File: config.mk
export PLATFORM = sky130hd
export DESIGN_NAME = fplw_walker
export DESIGN_NICKNAME = d
export VERILOG_FILES = /design/src/hw/rtl/fplw_pkg.sv /design/src/hw/rtl/fplw_walker.sv
export SDC_FILE = /design/constraint.sdc
export NUM_CORES = 1
export LEC_CHECK = 0
export ABC_AREA = 1
export BUFFER_PORTS_ARGS = -buffer_cell sky130_fd_sc_hd__buf_2
export CAP_MARGIN = 20
export CORE_MARGIN = 8
export CORE_UTILIZATION = 45
export DETAILED_ROUTE_END_ITERATION = 7
export HOLD_SLACK_MARGIN = 0.03
export MAX_ROUTING_LAYER = met4
export PLACE_DENSITY = 0.76
export SYNTH_ARGS = -nofsm -noshare
export SYNTH_HDL_FRONTEND = slang
export SYNTH_SLANG_ARGS = --single-unit
File: constraint.sdc
create_clock -name aclk -period 7.2 [get_ports aclk]
set_clock_uncertainty 0.1 [all_clocks]
set_input_delay 0.36 -clock aclk [delete_from_list [all_inputs] [get_ports aclk]]
set_output_delay 0.36 -clock aclk [all_outputs]
set_load 0.01 [all_outputs]
File: src/hw/rtl/fplw_pkg.sv
`timescale 1ns / 1ps

package fplw_pkg;

    localparam int FRAME_COUNT_DEFAULT = 64;

    localparam int LEVELS    = 5;
    localparam int INDEX_W   = 9;
    localparam int VPN_W     = 45;
    localparam int FRAME_W   = 52;
    localparam int KIND_W    = 2;
    localparam int ROOT_W    = 6;
    localparam int FFREE_W   = 7;
    localparam int CFG_IDX_W = 1;
    localparam int CFG_DW    = 7;

    localparam int S_TDATA_W = 104;
    localparam int M_TDATA_W = 56;

    localparam logic [FFREE_W-1:0] FFREE_RESET = 7'd1;
    localparam logic [ROOT_W-1:0]  ROOT_RESET  = 6'd0;

    localparam logic [KIND_W-1:0] KIND_QUERY = 2'd0;
    localparam logic [KIND_W-1:0] KIND_MAP   = 2'd1;
    localparam logic [KIND_W-1:0] KIND_UNMAP = 2'd2;

    localparam logic [CFG_IDX_W-1:0] CFG_ROOT_FRAME = 1'd0;
    localparam logic [CFG_IDX_W-1:0] CFG_FIRST_FREE = 1'd1;

    typedef logic [FRAME_W-1:0] frame_t;

    // one table entry: only the valid bit and the frame field are ever nonzero
    typedef struct packed {
        logic [FRAME_W-1:0] frame;
        logic               valid;
    } entry_t;

    typedef struct packed {
        logic [KIND_W-1:0]  kind;
        logic [VPN_W-1:0]   virtual_page;
        logic [FRAME_W-1:0] target_frame;
    } item_t;

    typedef struct packed {
        logic               mapped;
        logic [FRAME_W-1:0] found_frame;
        logic               status;
    } result_t;

endpackage

File: src/hw/rtl/fplw_walker.sv
`timescale 1ns / 1ps

module fplw_walker #(
    parameter int FRAME_COUNT = fplw_pkg::FRAME_COUNT_DEFAULT
) (
    input  logic                                             aclk,
    input  logic                                             aresetn,
    input  logic                                             in_valid,
    output logic                                             in_ready,
    input  fplw_pkg::item_t                                  in_item,
    input  logic [fplw_pkg::ROOT_W-1:0]                      root_frame,
    input  logic                                             ffree_load,
    input  logic [fplw_pkg::FFREE_W-1:0]                     ffree_value,
    output logic                                             res_valid,
    input  logic                                             res_ready,
    output fplw_pkg::result_t                                res,
    output logic                                             mem_we,
    output logic                                             mem_re,
    output logic [$clog2(FRAME_COUNT)+fplw_pkg::INDEX_W-1:0] mem_addr,
    output fplw_pkg::entry_t                                 mem_wdata,
    input  fplw_pkg::entry_t                                 mem_rdata
);

    localparam int FA_W   = $clog2(FRAME_COUNT);
    localparam int ADDR_W = FA_W + fplw_pkg::INDEX_W;
    localparam int DEPTH  = FRAME_COUNT * (2 ** fplw_pkg::INDEX_W);
    localparam int NF_W   = ($clog2(FRAME_COUNT + 1) > fplw_pkg::FFREE_W) ?
                            $clog2(FRAME_COUNT + 1) : fplw_pkg::FFREE_W;
    localparam logic [2:0] LEAF_LEVEL = 3'(fplw_pkg::LEVELS - 1);
    localparam logic [fplw_pkg::INDEX_W-1:0] LAST_IDX = '1;

    typedef enum logic [2:0] {
        ST_CLEAR_ALL,
        ST_IDLE,
        ST_READ,
        ST_EVAL,
        ST_CLR_FRAME,
        ST_LINK,
        ST_DONE
    } state_t;

    state_t                          state_reg, state_next;
    logic [ADDR_W-1:0]               clr_cnt_reg, clr_cnt_next;
    logic [NF_W-1:0]                 next_free_reg, next_free_next;
    logic [2:0]                      lvl_reg, lvl_next;
    logic [fplw_pkg::KIND_W-1:0]     kind_reg, kind_next;
    logic [fplw_pkg::VPN_W-1:0]      vpn_reg, vpn_next;
    fplw_pkg::frame_t                target_reg, target_next;
    fplw_pkg::frame_t                frame_reg, frame_next;
    fplw_pkg::result_t               result_reg, result_next;

    logic [fplw_pkg::INDEX_W-1:0]    level_idx;
    logic                            frame_oob;
    logic                            entry_ok;
    logic [FA_W-1:0]                 nf_addr;
    fplw_pkg::frame_t                nf_frame;

    always_comb begin
        case (lvl_reg)
            3'd0:    level_idx = vpn_reg[44:36];
            3'd1:    level_idx = vpn_reg[35:27];
            3'd2:    level_idx = vpn_reg[26:18];
            3'd3:    level_idx = vpn_reg[17:9];
            default: level_idx = vpn_reg[8:0];
        endcase
    end

    // tables outside the store read as zero and swallow writes
    assign frame_oob = frame_reg >= fplw_pkg::frame_t'(FRAME_COUNT);
    assign entry_ok  = mem_rdata.valid && !frame_oob;
    assign nf_addr   = next_free_reg[FA_W-1:0];
    assign nf_frame  = fplw_pkg::frame_t'(next_free_reg);

    always_comb begin
        state_next     = state_reg;
        clr_cnt_next   = clr_cnt_reg;
        next_free_next = next_free_reg;
        lvl_next       = lvl_reg;
        kind_next      = kind_reg;
        vpn_next       = vpn_reg;
        target_next    = target_reg;
        frame_next     = frame_reg;
        result_next    = result_reg;
        mem_we         = 1'b0;
        mem_re         = 1'b0;
        mem_addr       = {frame_reg[FA_W-1:0], level_idx};
        mem_wdata      = '0;

        case (state_reg)
            ST_CLEAR_ALL: begin
                mem_we       = 1'b1;
                mem_addr     = clr_cnt_reg;
                clr_cnt_next = clr_cnt_reg + 1'b1;
                if (clr_cnt_reg == ADDR_W'(DEPTH - 1)) begin
                    clr_cnt_next = '0;
                    state_next   = ST_IDLE;
                end
            end
            ST_IDLE: begin
                if (in_valid) begin
                    kind_next   = in_item.kind;
                    vpn_next    = in_item.virtual_page;
                    target_next = in_item.target_frame;
                    frame_next  = fplw_pkg::frame_t'(root_frame);
                    lvl_next    = '0;
                    result_next = '0;
                    if (in_item.kind == fplw_pkg::KIND_QUERY ||
                        in_item.kind == fplw_pkg::KIND_MAP ||
                        in_item.kind == fplw_pkg::KIND_UNMAP) begin
                        state_next = ST_READ;
                    end else begin
                        state_next = ST_DONE;
                    end
                end
            end
            ST_READ: begin
                if (kind_reg != fplw_pkg::KIND_QUERY && lvl_reg == LEAF_LEVEL) begin
                    // leaf of an update: write without reading
                    mem_we = !frame_oob;
                    if (kind_reg == fplw_pkg::KIND_MAP) begin
                        mem_wdata.frame = target_reg;
                        mem_wdata.valid = 1'b1;
                    end
                    state_next = ST_DONE;
                end else begin
                    mem_re     = !frame_oob;
                    state_next = ST_EVAL;
                end
            end
            ST_EVAL: begin
                if (kind_reg == fplw_pkg::KIND_QUERY) begin
                    if (!entry_ok) begin
                        state_next = ST_DONE;
                    end else if (lvl_reg == LEAF_LEVEL) begin
                        result_next.mapped      = 1'b1;
                        result_next.found_frame = mem_rdata.frame;
                        state_next              = ST_DONE;
                    end else begin
                        frame_next = mem_rdata.frame;
                        lvl_next   = lvl_reg + 1'b1;
                        state_next = ST_READ;
                    end
                end else if (entry_ok) begin
                    frame_next = mem_rdata.frame;
                    lvl_next   = lvl_reg + 1'b1;
                    state_next = ST_READ;
                end else if (kind_reg == fplw_pkg::KIND_UNMAP) begin
                    state_next = ST_DONE;
                end else if (next_free_reg >= NF_W'(FRAME_COUNT)) begin
                    result_next.status = 1'b1;
                    state_next         = ST_DONE;
                end else begin
                    state_next = ST_CLR_FRAME;
                end
            end
            ST_CLR_FRAME: begin
                // wipe the new table before linking, the parent may live in it
                mem_we       = 1'b1;
                mem_addr     = {nf_addr, clr_cnt_reg[fplw_pkg::INDEX_W-1:0]};
                clr_cnt_next = clr_cnt_reg + 1'b1;
                if (clr_cnt_reg[fplw_pkg::INDEX_W-1:0] == LAST_IDX) begin
                    clr_cnt_next = '0;
                    state_next   = ST_LINK;
                end
            end
            ST_LINK: begin
                mem_we          = !frame_oob;
                mem_wdata.frame = nf_frame;
                mem_wdata.valid = 1'b1;
                frame_next      = nf_frame;
                lvl_next        = lvl_reg + 1'b1;
                next_free_next  = next_free_reg + 1'b1;
                state_next      = ST_READ;
            end
            ST_DONE: begin
                if (res_ready) begin
                    state_next = ST_IDLE;
                end
            end
            default: begin
                state_next = ST_IDLE;
            end
        endcase

        if (ffree_load) begin
            next_free_next = NF_W'(ffree_value);
        end
    end

    always_ff @(posedge aclk) begin
        if (!aresetn) begin
            state_reg     <= ST_CLEAR_ALL;
            clr_cnt_reg   <= '0;
            next_free_reg <= NF_W'(fplw_pkg::FFREE_RESET);
            lvl_reg       <= '0;
        end else begin
            state_reg     <= state_next;
            clr_cnt_reg   <= clr_cnt_next;
            next_free_reg <= next_free_next;
            lvl_reg       <= lvl_next;
            kind_reg      <= kind_next;
            vpn_reg       <= vpn_next;
            target_reg    <= target_next;
            frame_reg     <= frame_next;
            result_reg    <= result_next;
        end
    end

    assign in_ready  = (state_reg == ST_IDLE);
    assign res_valid = (state_reg == ST_DONE);
    assign res       = result_reg;

endmodule

==> impl_metrics.py <==
metrics = {
    "final_layout": {
        "drive_above_1_share_pct": 28.37,
        "layout_area_growth_over_synthesis_pct": 36.44,
        "final_util_pct": 61.84,
        "layout.nets": 1475,
        "largest_register_ff_count": 54,
    },
    "timing": {
        "tightestPinTransition_ns": 1.052,
        "finalHoldViolCount": 0,
        "fin_crit_ns": 3.130,
        "max_slew_margin_pct": 29.85,
        "max_clock_freq_ghz": 0.3194,
        "tns_ns": 0,
        "timing.final.setup_violations": 0,
        "maxSlewViolCount": 0,
        "grt_setup_unrepaired": "false",
        "final.period_utilization_pct": 43.48,
    },
    "detailed_routing": {
        "ant_nets": 0,
        "routed-wl-met3_um": 1764,
        "drt-wirelength-per-cell_um": 17.94,
        "drt_iter0_markers": 524,
        "routed_via_density": 4.861,
        "drc_errors": 0,
        "wl_met2_um": 14570,
        "first_pass_iters": 5,
        "detail_route.wirelength.met1_um": 11150,
        "postRouteWirelength_um": 28720,
        "dr_total_vias": 7782,
        "top_metal_layer_carrying_routed_signals": "met4",
    },
    "critical_path": {
        "critical_path.endpoint_type": "output pin",
        "maximum_fanout_along_the_worst_path": 47,
        "worstPathRequired_ns": 6.74,
        "worstPathArrival_ns": 2.67,
        "rrSetupSlack_ns": 4.29,
        "timing.reg2reg.worst_path_depth": 7,
        "worst_setup_path_start_kind": "flip-flop",
        "timing_worst_setup_path_type": "reg -> out",
    },
    "run": {
        "drv.max_cap_violation_count": 0,
    },
    "worst_hold_path": {
        "hold_path_class": "in -> reg",
        "holdPathStages": 4,
    },
    "logic_synthesis": {
        "synth-simple-area-share_pct": 17.94,
        "yosysTopAreaCell": "sky130_fd_sc_hd__edfxtp_1",
        "number_of_enable_flip_flop_cells_after_synthesis": 205,
        "post_synth_fa_ha_maj_area_fraction_pct": 1.149,
        "post_synth_instance_area_um2": 9799,
        "main_combinational_cell_family_by_area_after_synthesis": "simple AND/OR/NAND/NOR gates",
        "ys.warnings.count": 0,
        "synthDominantCellAreaShare_pct": 62.82,
        "ys_async_sr_fraction_pct": 0,
        "post_synth_xor_area_fraction_pct": 0.8044,
        "postSynthNetCount": 1072,
        "synth.mux.area_fraction_pct": 0,
        "netlist-cell-type-count": 40,
        "synth.ff_latch_count": 233,
        "netlist_top_cells_area": "sky130_fd_sc_hd__edfxtp_1 63%, sky130_fd_sc_hd__nor2_1 8.1%, sky130_fd_sc_hd__dfxtp_1 5.7%, sky130_fd_sc_hd__inv_1 5.2%, sky130_fd_sc_hd__nand2_1 4.7%",
        "postSynthCellCount": 893,
        "synth_seq_area_share_pct": 68.54,
        "synth_top_flop_cell": "sky130_fd_sc_hd__edfxtp_1",
        "synthesis.area_per_instance_um2": 10.97,
        "synth_compound_area_share_pct": 4.009,
    },
    "die": {
        "fp-row-count": 54,
        "fp.dieArea_um2": 26760,
        "floorplan.initialDensity_pct": 45.32,
        "boundaryPins": 296,
        "fp.dieW_um": 163.6,
        "dieHeight_um": 163.6,
        "core_region_area_um2": 21620,
    },
    "place": {
        "gp_routability_congestion": 0.8380,
        "post-dp-hpwl_um": 18980,
        "portBuffers": 295,
    },
    "pwr": {
        "max-vdd-ir-drop_mv": 0.1851,
        "cellPowerDensity_nw_per_um2": 220.2,
        "leakage_nw": 5.970,
    },
    "global_route": {
        "grt_antenna_before_repair": 4,
        "grt_pass1_vias": 8375,
        "grt_start_max_net_pins": 106,
        "track_usage_pct": 21.53,
        "globalRoute.totalOverflow": 0,
        "grt_pass1_wl_um": 43550,
    },
    "clock_tree": {
        "tritoncts_clock_tree": "done",
        "h_tree_lvls": 1,
        "clk_pin_slew_ns": 0.06,
        "cts.root.buffer_cell": "sky130_fd_sc_hd__clkbuf_16",
        "tritoncts.num_buffers": 26,
        "clock_tree.buffer_depth": 3,
        "clock_sinks": 233,
        "clock_latency_ns": 0.52,
    },
    "run_status": {
        "outcome": "complete, no violations",
    },
}
Yosys cell counts (6+ instances only):
library cell               count
sky130_fd_sc_hd__inv_2         8
sky130_fd_sc_hd__a31oi_1       7
sky130_fd_sc_hd__buf_6        13
sky130_fd_sc_hd__nor2_1      211
sky130_fd_sc_hd__inv_1       137
sky130_fd_sc_hd__nand3_1      30
sky130_fd_sc_hd__xor2_1        8
sky130_fd_sc_hd__nand3b_1      6
sky130_fd_sc_hd__a21oi_1      16
sky130_fd_sc_hd__nand4_1      10
sky130_fd_sc_hd__dfxtp_1      28
sky130_fd_sc_hd__buf_2         7
sky130_fd_sc_hd__edfxtp_1    205
sky130_fd_sc_hd__ha_1          9
sky130_fd_sc_hd__nand2_1     123
sky130_fd_sc_hd__o21ai_0      13
sky130_fd_sc_hd__nor2_2        9
sky130_fd_sc_hd__nor3_1        9
final cells by class:
| type | instances | area [µm²] |
|---|---|---|
| Timing Repair Buffer | 399 | 2507 |
| Inverter | 145 | 544.3 |
| Multi-Input combinational cell | 491 | 2369 |
| Clock buffer | 31 | 690.7 |
| Fill cell | 1703 | 8250 |
| Clock inverter | 16 | 177.7 |
| Tap cell | 280 | 350.3 |
| Antenna cell | 6 | 15.01 |
| Sequential cell | 233 | 6716 |
cells in the final DEF (no fill, tap or decap), drive strengths merged, types with 6 or more instances in the layout:
cell / instances
inv: 146
nor3: 10
a31oi: 7
edfxtp: 205
nand3: 31
ha: 9
clkinv: 10
dlygate4sd3: 100
a21oi: 16
nand4: 10
buf: 299
xor2: 8
dfxtp: 28
nor2: 226
diode: 6
clkbuf: 31
nand3b: 6
o21ai: 14
nand2: 128
logic make-up after synthesis:
family | after synthesis
AO/OA/AOI/OAI | 60
AND/OR/NAND/NOR | 413
XOR/XNOR | 9
adder cells (fa/ha/maj) | 9
buffers and inverters | 169
flip-flops | 233
what timing repair did:
action,4_1_cts,5_1_grt
gates resized for setup,0,0
hold buffers,100,0
buffers inserted,0,0
endpoints found under the hold margin,100,0
metrics by stage:
step                      hold slack [ns]  cells  setup WS [ns]  power (mW)  cell area (µm²)
after global routing              0.04047   1599          3.904       3.012            13370
after global placement             0.3992   1448          4.329       1.575            11490
final                             0.04597   1601          4.070       2.944            13370
after CTS                         0.03699   1595          4.112       2.948            13360
after floorplan                    0.3589    893          1.512       1.519             9799
after detailed placement           0.4051   1448          4.294       1.577            11490
metal layers:
| layer | up-vias | track usage, % |
|---|---|---|
| met2 | 329 | 37.08 |
| li1 | 3737 | - |
| met3 | 74 | 3.856 |
| met5 | - | - |
| met1 | 3642 | 24.17 |
| met4 | 0 | 9.545 |
worst paths after layout:
check / start / to
max: lvl_reg[0] / mem_wdata[46]
max reg2reg: state_reg[0] / target_reg[46]
min reg2reg: clr_cnt_reg[14] / clr_cnt_reg[14]
min: res_ready / state_reg[1]
report_power, final:
group	leakage (nW)	switching (mW)	internal (mW)
Sequential	2.11	0.00470	1.46
Combinational	3.43	0.0521	0.0785
Clock	0.421	0.523	0.824
Total	5.97	0.580	2.36
worst max-delay path, stage by stage, from the launching register on:
cell and delay, ns:
sky130_fd_sc_hd__dfxtp_1 0.34, sky130_fd_sc_hd__inv_1 0.11, sky130_fd_sc_hd__ha_1 0.17, sky130_fd_sc_hd__nand3_1 0.16, sky130_fd_sc_hd__nor2_4 0.25, sky130_fd_sc_hd__nand2_2 0.54
sky130_fd_sc_hd__nor2_1 0.37, sky130_fd_sc_hd__buf_2 0.20
No activity file was read; power rests on OpenSTA's default activity.
